===== src/design/bdhr_pkg.sv =====
// Package for the button debounce / hold / repeat block.
// Shared constants, event codes and the configuration struct; no dependencies.
`default_nettype none
package bdhr_pkg;

  localparam int NUM_BUTTONS = 8;
  localparam int BTN_W       = 3;
  localparam int TIME_W      = 32;
  localparam int CFG_W       = 16;
  localparam int CNT_W       = 32;
  localparam int CFG_IDX_W   = 2;

  localparam logic [CFG_W-1:0] DEBOUNCE_RESET = 16'd100;
  localparam logic [CFG_W-1:0] HOLD_RESET     = 16'd500;
  localparam logic [CFG_W-1:0] REPEAT_RESET   = 16'd100;

  typedef enum logic [CFG_IDX_W-1:0] {
    REG_DEBOUNCE = 2'd0,
    REG_HOLD     = 2'd1,
    REG_REPEAT   = 2'd2
  } cfg_reg_t;

  typedef enum logic [1:0] {
    KIND_PRESSED  = 2'd0,
    KIND_RELEASED = 2'd1,
    KIND_HELD     = 2'd2
  } event_kind_t;

  typedef struct packed {
    logic [CFG_W-1:0] debounce_ms;
    logic [CFG_W-1:0] hold_ms;
    logic [CFG_W-1:0] repeat_ms;
  } cfg_t;

  typedef struct packed {
    logic [BTN_W-1:0]  button_index;
    logic              raw_level;
    logic [TIME_W-1:0] now_ms;
  } sample_t;

  typedef struct packed {
    logic        valid;
    event_kind_t kind;
  } event_t;

endpackage
`default_nettype wire


===== src/design/bdhr_cfg.sv =====
// Configuration registers: debounce, hold and repeat times.
// Depends on bdhr_pkg.
`default_nettype none
module bdhr_cfg (
  input  wire logic                          clk,
  input  wire logic                          rst,
  input  wire logic                          wr_en,
  input  wire logic [bdhr_pkg::CFG_IDX_W-1:0] wr_index,
  input  wire logic [bdhr_pkg::CFG_W-1:0]     wr_data,
  output bdhr_pkg::cfg_t                      cfg
);

  bdhr_pkg::cfg_t regs;

  always_ff @(posedge clk) begin
    if (rst) begin
      regs.debounce_ms <= bdhr_pkg::DEBOUNCE_RESET;
      regs.hold_ms     <= bdhr_pkg::HOLD_RESET;
      regs.repeat_ms   <= bdhr_pkg::REPEAT_RESET;
    end else if (wr_en) begin
      case (wr_index)
        bdhr_pkg::REG_DEBOUNCE: regs.debounce_ms <= wr_data;
        bdhr_pkg::REG_HOLD:     regs.hold_ms     <= wr_data;
        bdhr_pkg::REG_REPEAT:   regs.repeat_ms   <= wr_data;
        default: ;
      endcase
    end
  end

  assign cfg = regs;

endmodule
`default_nettype wire


===== src/design/bdhr_btn.sv =====
// Per-button state (accepted level, last change time, repeat count) and the
// event decision for one registered sample. Depends on bdhr_pkg.
`default_nettype none
module bdhr_btn (
  input  wire logic             clk,
  input  wire logic             rst,
  input  wire logic             commit,
  input  wire bdhr_pkg::sample_t sample,
  input  wire bdhr_pkg::cfg_t    cfg,
  output bdhr_pkg::event_t      ev
);

  logic                          level_arr [bdhr_pkg::NUM_BUTTONS];
  logic [bdhr_pkg::TIME_W-1:0]   last_arr  [bdhr_pkg::NUM_BUTTONS];
  logic [bdhr_pkg::CNT_W-1:0]    count_arr [bdhr_pkg::NUM_BUTTONS];

  logic                          in_range;
  logic                          cur_level;
  logic [bdhr_pkg::TIME_W-1:0]   elapsed;
  logic [bdhr_pkg::CNT_W-1:0]    cur_count;
  logic [bdhr_pkg::CNT_W+bdhr_pkg::CFG_W-1:0] prod;
  logic [bdhr_pkg::TIME_W-1:0]   hold_w;
  logic [bdhr_pkg::TIME_W-1:0]   past_hold;
  logic                          change;
  logic                          held;

  assign in_range  = 32'(sample.button_index) < bdhr_pkg::NUM_BUTTONS;
  assign cur_level = level_arr[sample.button_index];
  assign cur_count = count_arr[sample.button_index];
  assign elapsed   = sample.now_ms - last_arr[sample.button_index];
  assign hold_w    = {{(bdhr_pkg::TIME_W-bdhr_pkg::CFG_W){1'b0}}, cfg.hold_ms};

  // elapsed > hold + count*repeat, rewritten as (elapsed - hold) > count*repeat
  assign prod      = {{bdhr_pkg::CFG_W{1'b0}}, cur_count} *
                     {{bdhr_pkg::CNT_W{1'b0}}, cfg.repeat_ms};
  assign past_hold = elapsed - hold_w;

  assign change = in_range && (sample.raw_level != cur_level) &&
                  (elapsed > {{(bdhr_pkg::TIME_W-bdhr_pkg::CFG_W){1'b0}}, cfg.debounce_ms});
  assign held   = in_range && (sample.raw_level == cur_level) && !cur_level &&
                  (elapsed > hold_w) &&
                  ({{bdhr_pkg::CFG_W{1'b0}}, past_hold} > prod);

  always_comb begin
    ev.valid = change || held;
    if (held) begin
      ev.kind = bdhr_pkg::KIND_HELD;
    end else if (sample.raw_level) begin
      ev.kind = bdhr_pkg::KIND_RELEASED;
    end else begin
      ev.kind = bdhr_pkg::KIND_PRESSED;
    end
  end

  always_ff @(posedge clk) begin
    if (rst) begin
      for (int b = 0; b < bdhr_pkg::NUM_BUTTONS; b++) begin
        level_arr[b] <= 1'b1;
        last_arr[b]  <= '0;
        count_arr[b] <= '0;
      end
    end else if (commit) begin
      if (change) begin
        level_arr[sample.button_index] <= sample.raw_level;
        last_arr[sample.button_index]  <= sample.now_ms;
        count_arr[sample.button_index] <= '0;
      end else if (held) begin
        count_arr[sample.button_index] <= cur_count + 1'b1;
      end
    end
  end

endmodule
`default_nettype wire


===== src/design/button_debounce_hold_repeat.sv =====
// Top level of the button debounce / hold / repeat block.
// Depends on bdhr_pkg, bdhr_cfg and bdhr_btn.
`default_nettype none
// Takes one button sample per word and emits at most one event word per
// sample: pressed, released (after debounce) or held/repeat while pressed.
// A sample is registered on entry, evaluated against the per-button state
// and the result lands in the output register; one sample can be taken
// every cycle while the output register is not stalled. The per-button
// state is updated in the same cycle the event is decided, so samples of the
// same button may follow back to back. The only stall comes from a full
// output register that is not being taken. Config writes are always ready.
module button_debounce_hold_repeat (
  input  wire logic        clk,
  input  wire logic        rst,
  input  wire logic        s_tvalid,
  output logic             s_tready,
  // [2:0] button_index, [3] raw_level, [35:4] now_ms, [39:36] zero
  input  wire logic [39:0] s_tdata,
  output logic             m_tvalid,
  input  wire logic        m_tready,
  // [2:0] event_button, [4:3] event_kind, [7:5] zero
  output logic [7:0]       m_tdata,
  input  wire logic        cfg_valid,
  output logic             cfg_ready,
  input  wire logic [bdhr_pkg::CFG_IDX_W-1:0] cfg_index,
  input  wire logic [bdhr_pkg::CFG_W-1:0]     cfg_data
);

  bdhr_pkg::cfg_t       cfg;
  bdhr_pkg::sample_t    sample;
  bdhr_pkg::event_t     ev;
  logic                 sample_valid;
  logic                 out_free;
  logic                 adv;
  logic [bdhr_pkg::BTN_W-1:0] out_button;
  bdhr_pkg::event_kind_t      out_kind;

  assign cfg_ready = 1'b1;
  assign out_free  = !m_tvalid || m_tready;
  assign adv       = sample_valid && out_free;
  assign s_tready  = !sample_valid || out_free;

  bdhr_cfg u_cfg (
    .clk      (clk),
    .rst      (rst),
    .wr_en    (cfg_valid),
    .wr_index (cfg_index),
    .wr_data  (cfg_data),
    .cfg      (cfg)
  );

  bdhr_btn u_btn (
    .clk    (clk),
    .rst    (rst),
    .commit (adv),
    .sample (sample),
    .cfg    (cfg),
    .ev     (ev)
  );

  always_ff @(posedge clk) begin
    if (rst) begin
      sample_valid <= 1'b0;
    end else if (s_tready) begin
      sample_valid <= s_tvalid;
    end
  end

  always_ff @(posedge clk) begin
    if (s_tready && s_tvalid) begin
      sample.button_index <= s_tdata[2:0];
      sample.raw_level    <= s_tdata[3];
      sample.now_ms       <= s_tdata[35:4];
    end
  end

  always_ff @(posedge clk) begin
    if (rst) begin
      m_tvalid <= 1'b0;
    end else if (out_free) begin
      m_tvalid <= adv && ev.valid;
    end
  end

  always_ff @(posedge clk) begin
    if (adv && ev.valid) begin
      out_button <= sample.button_index;
      out_kind   <= ev.kind;
    end
  end

  assign m_tdata = {3'b000, out_kind, out_button};

`ifndef SYNTHESIS
  // an empty input stage always takes a word
  a_ready_when_empty: assert property (@(posedge clk) disable iff (rst)
    !sample_valid |-> s_tready)
    else $error("input stage empty but not ready");

  // a new event word only appears after a sample was evaluated
  a_event_from_sample: assert property (@(posedge clk) disable iff (rst)
    $rose(m_tvalid) |-> $past(adv))
    else $error("event word without an evaluated sample");

  // a blocked sample stays in the input stage
  a_sample_held: assert property (@(posedge clk) disable iff (rst)
    sample_valid && !out_free |=> sample_valid && $stable(sample))
    else $error("blocked sample lost");
`endif

endmodule
`default_nettype wire

===== config.mk =====
export PLATFORM = sky130hd
export DESIGN_NAME = button_debounce_hold_repeat
export DESIGN_NICKNAME = d
export VERILOG_FILES = /design/src/design/bdhr_pkg.sv /design/src/design/bdhr_cfg.sv /design/src/design/bdhr_btn.sv /design/src/design/button_debounce_hold_repeat.sv
export SDC_FILE = /design/constraint.sdc
export NUM_CORES = 2
export LEC_CHECK = 0
export BUFFER_PORTS_ARGS = -buffer_cell sky130_fd_sc_hd__buf_2
export CORE_ASPECT_RATIO = 1.25
export CORE_UTILIZATION = 40
export CTS_BUF_LIST = sky130_fd_sc_hd__clkbuf_4 sky130_fd_sc_hd__clkbuf_8
export DETAILED_ROUTE_END_ITERATION = 16
export PLACE_DENSITY = 0.56
export SETUP_SLACK_MARGIN = 0.3
export SYNTH_ARGS = -nofsm -noshare
export SYNTH_HDL_FRONTEND = slang
export SYNTH_SLANG_ARGS = --single-unit

===== constraint.sdc =====
create_clock -name clk -period 11.8 [get_ports clk]
set_input_delay 1.18 -clock clk [delete_from_list [all_inputs] [get_ports clk]]
set_output_delay 1.18 -clock clk [all_outputs]
set_load 0.005 [all_outputs]

==> impl_metrics.csv <==
group,metric,value,unit
hold_path,min_path_type,"reg -> reg",
yosys,yosys_warnings,0,
floorplan,row_count,140,
routing,post_drt_wl_per_cell,21.9,µm
global_routing,globalRouteTotalUtil,22.7,%
timing,setup_slack,0.952,ns
pwr,p_total,8770,µW
yosys,async_flop_share,0,%
place,portBuffers,65,
floorplan,start_util,40.4,%
routing,dr_total_vias,31900,
run,cap_viol_max_count,0,
timing,worstMarginPinSlew,1.14,ns
pwr,switching_share,41.6,%
yosys,ys_seq_elements,614,
global_routing,first_global_vias,34200,
critical_path,crit_type,"reg -> reg",
critical_path,worstPathRequired,12.22,ns
yosys,synth.cell_area,47000,µm²
place,place.gp.congestion,0.922,
floorplan,io_pins,74,
floorplan,die_x,309,µm
finish,nets,5054,
timing,finalCritPeriodShare,91.9,%
pwr,p_int,5120,µW
critical_path,crit_end,"u_btn.count_arr[3][30]",
place,dp_hpwl,91900,µm
finish,syn2layout_area_growth,9.39,%
finish,final_util,44.2,%
critical_path,crit_fanout,32,
clocking,numCtsBuffers,100,
place,dp_slack,0.804,ns
routing,wl,132000,µm
run_status,status,"completed",
finish,drive_gt1_share,12.6,%
pwr,leakage,0.0209,µW
clocking,clk-insertion-delay-late,0.79,ns
clocking,path_clk_slew,0.06,ns
critical_path,timing.critical_path.mode_cell,"fa_1",
pwr,p_clk_share,21.6,%
clocking,cts_tree,"done",
yosys,avgSynthCellArea,10.9,µm²
yosys,syn_inst,4314,
yosys,synth_cell_types,83,
routing,viasPerCell,5.32,
pwr,seq_power_share,28.6,%
pwr,combPwrFrac,49.8,%
timing,slew_violations,0,
critical_path,cp.arrival,11.27,ns
clocking,clock-sinks,614,
clocking,clockBufferDepth,3,
routing,first_iter_violations,1983,
timing,hold_violations,0,
timing,layout_min_cycle_time,10.85,ns
routing,postRouteAntennaNets,0,
timing,relSlewSlack,24.1,%
critical_path,cp_slowest_cell,"dfxtp_4",
pwr,irDropWorstVdd,104,µV
routing,route.detailed.drc,0,
timing,fin_skew,0.0640,ns
timing,fmax,92.2,MHz
finish,final_cell_mix,"553 x edfxtp_1, 530 x nand2_1, 496 x inv_1",
critical_path,end_kind,"flip-flop",
hold_path,hold_depth,2,
floorplan,die_h,385,µm
yosys,synth.yosys.seq_area_share,37.9,%
clocking,root_buffer,"clkbuf_8",
pwr,pwr_density_cell,170,nW/µm²
timing,tns,0,ns
global_routing,grt_overflow,0,
critical_path,r2r_cells,35,
finish,layout_commonest_cell,"edfxtp_1",
global_routing,grt_pass1_wl,203000,µm
yosys,synth_ff_type,"edfxtp_1",
floorplan,die-area,119000,µm²
clocking,post_cts_buffers,0,
routing,drtPass1Iterations,8,
critical_path,startpoint_type,"flip-flop",
critical_path,reg2reg_slack,0.95,ns
pwr,switchingPower,3650,µW
timing,rsz0062_at_grt,"false",
critical_path,r2r_end,"u_btn.count_arr[3][30]",
clocking,holdBufCountCts,0,
timing,finalSetupViolCount,0,
yosys,synth_edf_count,553,
global_routing,grt_max_degree,61,
clocking,cts-htree-levels,3,
global_routing,antenna_found_initial,1,
critical_path,slowest_delay,0.58,ns
floorplan,core_area,116000,µm²
[routing by layer]
metal / share of wire, % / up-vias / global-route usage, % / wire (µm)
met5: 0 / - / 0 / 0
met4: 4.3 / 0 / 9.89 / 5630
met3: 4.1 / 216 / 2.76 / 5380
met2: 52 / 752 / 41.2 / 68800
met1: 39 / 16400 / 26.9 / 51800
li1: - / 14500 / - / -
[power by group through the flow]
stage	Sequential, µW	Combinational, µW	Clock, µW
after floorplan	2510	3150	0
after global placement	2550	4300	0
after detailed placement	2550	4320	0
after CTS	2510	4380	1950
after global routing	2510	4940	2020
final	2500	4370	1890
[worst max-delay path, delay by kind of cell, from the launching register on]
family | cells | cell delay [ns]
fa+ha+maj | 8 | 3.72
simple gates | 10 | 2.03
compound gates | 7 | 1.81
buf+inv | 7 | 1.06
mux | 2 | 1.02
flops | 1 | 0.58
xor+xnor | 1 | 0.20
[state kept, by name, indices dropped and copies added (netlist names), named ones only]
signal and count:
u_btn.count_arr 256, u_btn.last_arr 256, u_cfg.cfg 48, sample 36
u_btn.level_arr 8, out_button 3, out_kind 2, m_tvalid 1
sample_valid 1
[final cells by class]
| cell class | instances | area [µm²] |
|---|---|---|
| fillers | 11000 | 65000 |
| multi-input cells | 2974 | 26600 |
| flip-flops and latches | 614 | 17800 |
| well taps | 1562 | 1950 |
| inverters | 500 | 1880 |
| clock buffers | 148 | 1750 |
| repair buffers | 164 | 1190 |
| clock inverters | 33 | 265 |
| diodes | 2 | 5.00 |
[cells in the mapped netlist, drive strengths merged, types with 40 or more instances]
library cell / instances / area [µm²]
dfxtp: 61 / 1220
a21o: 47 / 353
xnor2: 69 / 604
edfxtp: 553 / 16600
mux4: 130 / 2930
buf: 67 / 325
and2: 443 / 2770
xor2: 44 / 385
nor2b: 40 / 250
fa: 420 / 8410
mux2i: 44 / 440
inv: 498 / 1870
a21oi: 141 / 709
nand3: 46 / 235
nand4: 41 / 257
nand2: 530 / 1990
o21ai: 70 / 350
ha: 217 / 2720
clkbuf: 161 / 604
nor2: 344 / 1290
[cell families (layout without fill, tap and decap cells)]
kind of cell	Yosys count	after routing	synth area share (%)
buf+inv	728	845	5.97
compound gates	425	425	5.97
flops	614	614	37.9
simple gates	1585	1585	16.4
xor+xnor	113	113	2.10
mux	210	210	8.02
other cells	2	6	0.0160
fa+ha+maj	637	637	23.6
[stage by stage]
stage	instance area [µm²]	cells	hold WS, ns
after floorplan	47100	4316	0.436
after global placement	49400	5814	0.443
after detailed placement	49400	5814	0.448
after CTS	51400	5995	0.446
after global routing	51500	5996	0.472
final	51500	5997	0.453
[how the worst min path moves through the flow]
stage	startpoint	end	slack (ns)
2_1_floorplan	u_cfg.cfg[17]	u_cfg.cfg[17]	0.44
3_3_place_gp	u_cfg.cfg[42]	u_cfg.cfg[42]	0.44
3_5_place_dp	u_cfg.cfg[31]	u_cfg.cfg[31]	0.45
4_1_cts	s_tdata[14]	sample[10]	0.45
5_1_grt	u_cfg.cfg[26]	u_cfg.cfg[26]	0.47
6_report	u_cfg.cfg[31]	u_cfg.cfg[31]	0.45
[timing repair]
item                                   4_1_cts  5_1_grt
setup endpoints to repair                    0      224
endpoints found under the hold margin        0        0
gates resized for setup                      0        1
No activity file was read; power rests on OpenSTA's default activity.
